$ cat src/rtl/core/torus_point_zbuffer_plotter_defines.svh
// Assertion macros used by the plotter RTL.
`ifndef TORUS_POINT_ZBUFFER_PLOTTER_DEFINES_SVH
`define TORUS_POINT_ZBUFFER_PLOTTER_DEFINES_SVH

// Same-cycle implication, checked on every rising edge outside reset.
`define TPZ_ASSERT_IMP(label, ante, cons) \
  label: assert property (@(posedge clk) disable iff (rst) (ante) |-> (cons)) \
    else $error("same-cycle check failed");

// Next-cycle implication, checked on every rising edge outside reset.
`define TPZ_ASSERT_NEXT(label, ante, cons) \
  label: assert property (@(posedge clk) disable iff (rst) (ante) |=> (cons)) \
    else $error("next-cycle check failed");

`endif

$ cat src/rtl/core/tpz_ram.sv
// Generic single-port-write, single-port-read RAM with registered read data.
`default_nettype none
module tpz_ram #(
  parameter int WIDTH = 8,
  parameter int DEPTH = 256
) (
  input  logic                     clk,
  input  logic                     we,
  input  logic [$clog2(DEPTH)-1:0] waddr,
  input  logic [WIDTH-1:0]         wdata,
  input  logic [$clog2(DEPTH)-1:0] raddr,
  output logic [WIDTH-1:0]         rdata
);

  logic [WIDTH-1:0] mem [DEPTH];

  always_ff @(posedge clk) begin
    if (we) begin
      mem[waddr] <= wdata;
    end
    rdata <= mem[raddr];
  end

endmodule
`default_nettype wire

$ cat config.mk
export PLATFORM = sky130hd
export DESIGN_NAME = tpz_ram
export DESIGN_NICKNAME = d
export VERILOG_FILES = /design/src/rtl/core/torus_point_zbuffer_plotter_defines.svh /design/src/rtl/core/tpz_ram.sv
export SDC_FILE = /design/constraint.sdc
export NUM_CORES = 2
export LEC_CHECK = 0
export BUFFER_PORTS_ARGS = -buffer_cell sky130_fd_sc_hd__buf_2
export CORE_MARGIN = 2
export CORE_UTILIZATION = 40
export DETAILED_ROUTE_END_ITERATION = 8
export PLACE_DENSITY = 0.53
export SYNTH_ARGS = -nofsm -noshare
export SYNTH_HDL_FRONTEND = slang
export SYNTH_SLANG_ARGS = --single-unit
$ cat constraint.sdc
create_clock -name clk -period 5.1 [get_ports clk]
set_input_delay 0 -clock clk [delete_from_list [all_inputs] [get_ports clk]]
set_output_delay 0 -clock clk [all_outputs]
set_load 0.05 [all_outputs]
==> results.md <==
* CP Max Fanout at 75
* Most frequent cells in the layout: edfxtp_1 (2048), mux4_2 (454), nor2_1 (279)
* Cells along the critical path: buf_8 > buf_4 > mux4_2 > a22o_1 > a221oi_1 > o221ai_1 > a211oi_1 > nor4_1
* Final Worst Setup Slack at 1.93 ns
* Pre-CTS setup slack at about 1.1 ns
* Final wirelength at ~210000 microns
* Synth area leader: edfxtp_1
* Worst-Margin Slew at about 1.3 ns
* Initial Util at 0.403
* Worst min path class: input pin to flop
* Maximum clock rate at 316 MHz
* Synth Cell Area at 79600 sq um
* Worst vdd ir at roughly 280 uV
* RR Startpoint: mem[24][5]$_DFFE_PP_
* Share of the synthesized area in the top cell type at 0.773
* Vias in the first global route at 39000
* Max_slew headroom at 0.104
* Worst Setup End Kind: flop
* Startpoint Class: input pin
* Clock latency on the worst-skew pair at between 0.8 and 0.9 ns
* Leakage power at about 27 nW
* Async SR Flop Fraction at 0
* Ranking of synthesized cells by area: edfxtp_1 (77%), mux4_2 (13%), mux2i_1 (1.7%)
* Share of layout cells above drive strength 1 at 0.223
* Post-synthesis sequential area ratio at 0.775
* Worst hold path depth at 4
* Post-CTS Setup Bufs at 0
* RD Place Congestion at roughly 0.84
* Largest net degree at the start of global routing at about 160
* Met2 WL at about 100000 microns
* Post-synth EDFFs at 2048
* Minimum clock period at roughly 3.2 ns
* Fin. Hold Viols at 0
* DRC at 0
* Area growth syn-to-layout at 12.2%
* Chip width at about 450 microns
* Final Skew at 0.0287 ns
* Clk root buf: clkbuf_16
* DPL Wire Length at 126000 microns
* Clock buffer depth at 3
* Die height at ~450 microns
* CTS tree: yes
* Total gr overflow at 0
* Worst R2R End: rdata[5]$_DFF_P_
* Syn_nets at between 3000 and 4000
* Kind of critical path: input pin to flop
* Wl on met1 at roughly 90000 microns
* Vias/cell at approximately 5.8
* CTS H-Tree Depth at 4
* Detail Route Antenna Nets at 0
* Worst endpoint required time at approximately 5.8 ns
* Power Total at between 30 and 40 mW
* Reg clk slew, reported paths at ~0.06 ns
* RSZ-0062 raised after global routing: false
* Ys flop type: edfxtp_1
* Metal3 WL at approximately 13000 microns
* CP peak stage delay at 1.08 ns
* End of the worst hold path: rdata[1]$_DFF_P_
* Final core utilization at 0.452
* Mean area per synthesized cell at 21.3 sq um
* Final Max Slew Viols at 0
* Slowest cell on crit path: a211oi_1
* Depth of the worst register-to-register path at 6
* Via Count at 38500
* Max-Cap Viols at 0
* Final setup vio count at 0
* Total CTS buffers at 205
* CP arrival at 3.83 ns
* Ports at 34
* Hold wc startpoint: raddr[4]
* Number of fill cells in the layout at around 17000
* Register-to-register setup slack at approximately 2.0 ns
* Setup TNS at 0 ns
* YS warnings at 0
* Global-route wire length before repair at around 300000 microns
* Drt wl/cell at 31.5 microns
* Tot GR Track Use at 0.206
* Synthesis-stage register bit count at about 2100
* Initial DRC count at around 4300
* I/O Buffers at 33
* DIE AREA at between 200000 and 250000 sq um
* Post-Synthesis Cells at about 3700
* Status: finished clean
* Synth unique cells at between 50 and 60
* Commonest non-fill, non-tap cell in the layout: edfxtp_1
* Antenna violations before repair at 10
* Nets at slightly below 4000
* Sink Count at a little over 2000
* DR pass1 iterations at 5
* Row count at ~160
* Fin crit share at 0.621
* Placeable Area at 197000 sq um
* Top Layer Used: met5
* Pwr/cell area at approximately 390 nW/um^2
[how the worst max path moves through the flow]
stage / from / to / slack (ns) / cells after the start
floorplan: raddr[0] / rdata[2]$_DFF_P_ / 3.16 / 9
global placement: raddr[1] / rdata[3]$_DFF_P_ / 1.12 / 8
detailed placement: raddr[1] / rdata[5]$_DFF_P_ / 1.11 / 8
CTS: mem[26][5]$_DFFE_PP_ / rdata[5]$_DFF_P_ / 2.02 / 6
global route: raddr[1] / rdata[5]$_DFF_P_ / 1.83 / 8
finish: raddr[1] / rdata[5]$_DFF_P_ / 1.93 / 8
[critical path, delay by kind of cell]
family / cells / cell delay (ns)
AND/OR/NAND/NOR: 1 / 0.11
AO/OA/AOI/OAI: 4 / 2.01
multiplexers: 1 / 0.42
buffers and inverters: 2 / 1.13
[area by class of cell]
class / instances / area (sq um) / share of cell area
flip-flops and latches: 2056 / 61700 / 0.691
multi-input cells: 1442 / 16500 / 0.185
clock buffers: 253 / 5350 / 0.0600
well taps: 2640 / 3300 / 0.0370
repair buffers: 142 / 1340 / 0.0150
clock inverters: 126 / 1070 / 0.0120
inverters: 2 / 7.51 / 0.0000841
diodes: 1 / 2.50 / 0.0000280
[power by group]
group          switching [mW]  leakage [nW]  internal [mW]
logic                    1.19          5.56          0.565
registers              0.0330          18.5           18.6
clock network            6.40          3.15           8.20
total                    7.62          27.2           27.4
[layer usage]
layer / up-vias / global-route usage
met3: 279 / 0.0315
li1: 16000 / -
met1: 20800 / 0.296
met4: 4 / 0.0520
met5: - / 0
met2: 1390 / 0.330
[stage by stage]
step / hold slack, ns / area, sq um / cells
floorplan: 0.0989 / 79600 / 3733
global placement: 0.535 / 82700 / 6268
detailed placement: 0.544 / 82700 / 6268
CTS: 0.0591 / 89300 / 6661
global route: 0.136 / 89300 / 6661
finish: 0.145 / 89300 / 6662
[synthesized netlist by cell type, types with 13 or more instances]
| cell type | count |
|---|---|
| edfxtp_1 | 2048 |
| nor3_1 | 22 |
| a22oi_1 | 133 |
| buf_1 | 22 |
| a21oi_1 | 96 |
| buf_2 | 31 |
| clkbuf_1 | 111 |
| buf_4 | 27 |
| nor4_1 | 24 |
| nor2b_1 | 31 |
| mux4_2 | 454 |
| nand3_1 | 34 |
| nand2_1 | 33 |
| a221oi_1 | 13 |
| o22ai_1 | 28 |
| o221ai_1 | 46 |
| buf_6 | 21 |
| mux2i_1 | 134 |
| buf_8 | 13 |
| nor2_1 | 282 |
| a211oi_1 | 16 |
[cells by family after synthesis]
family | count (synthesis) | synth area share
buffers and inverters | 235 | 0.0183
DFF | 2056 | 0.775
muxes | 591 | 0.146
and+or+nand+nor | 466 | 0.0263
AOI/OAI and AO/OA | 385 | 0.0342
[what timing repair did]
| item | CTS | global route |
|---|---|---|
| hold buffers | 14 | 0 |
| resized for setup | 0 | 0 |
| hold endpoints to repair | 1070 | 0 |
[sequential cells by signal, indices dropped and copies added, names as in the netlist]
register / cells
mem: 2048
rdata: 8
(Power assumes the default switching activity.)
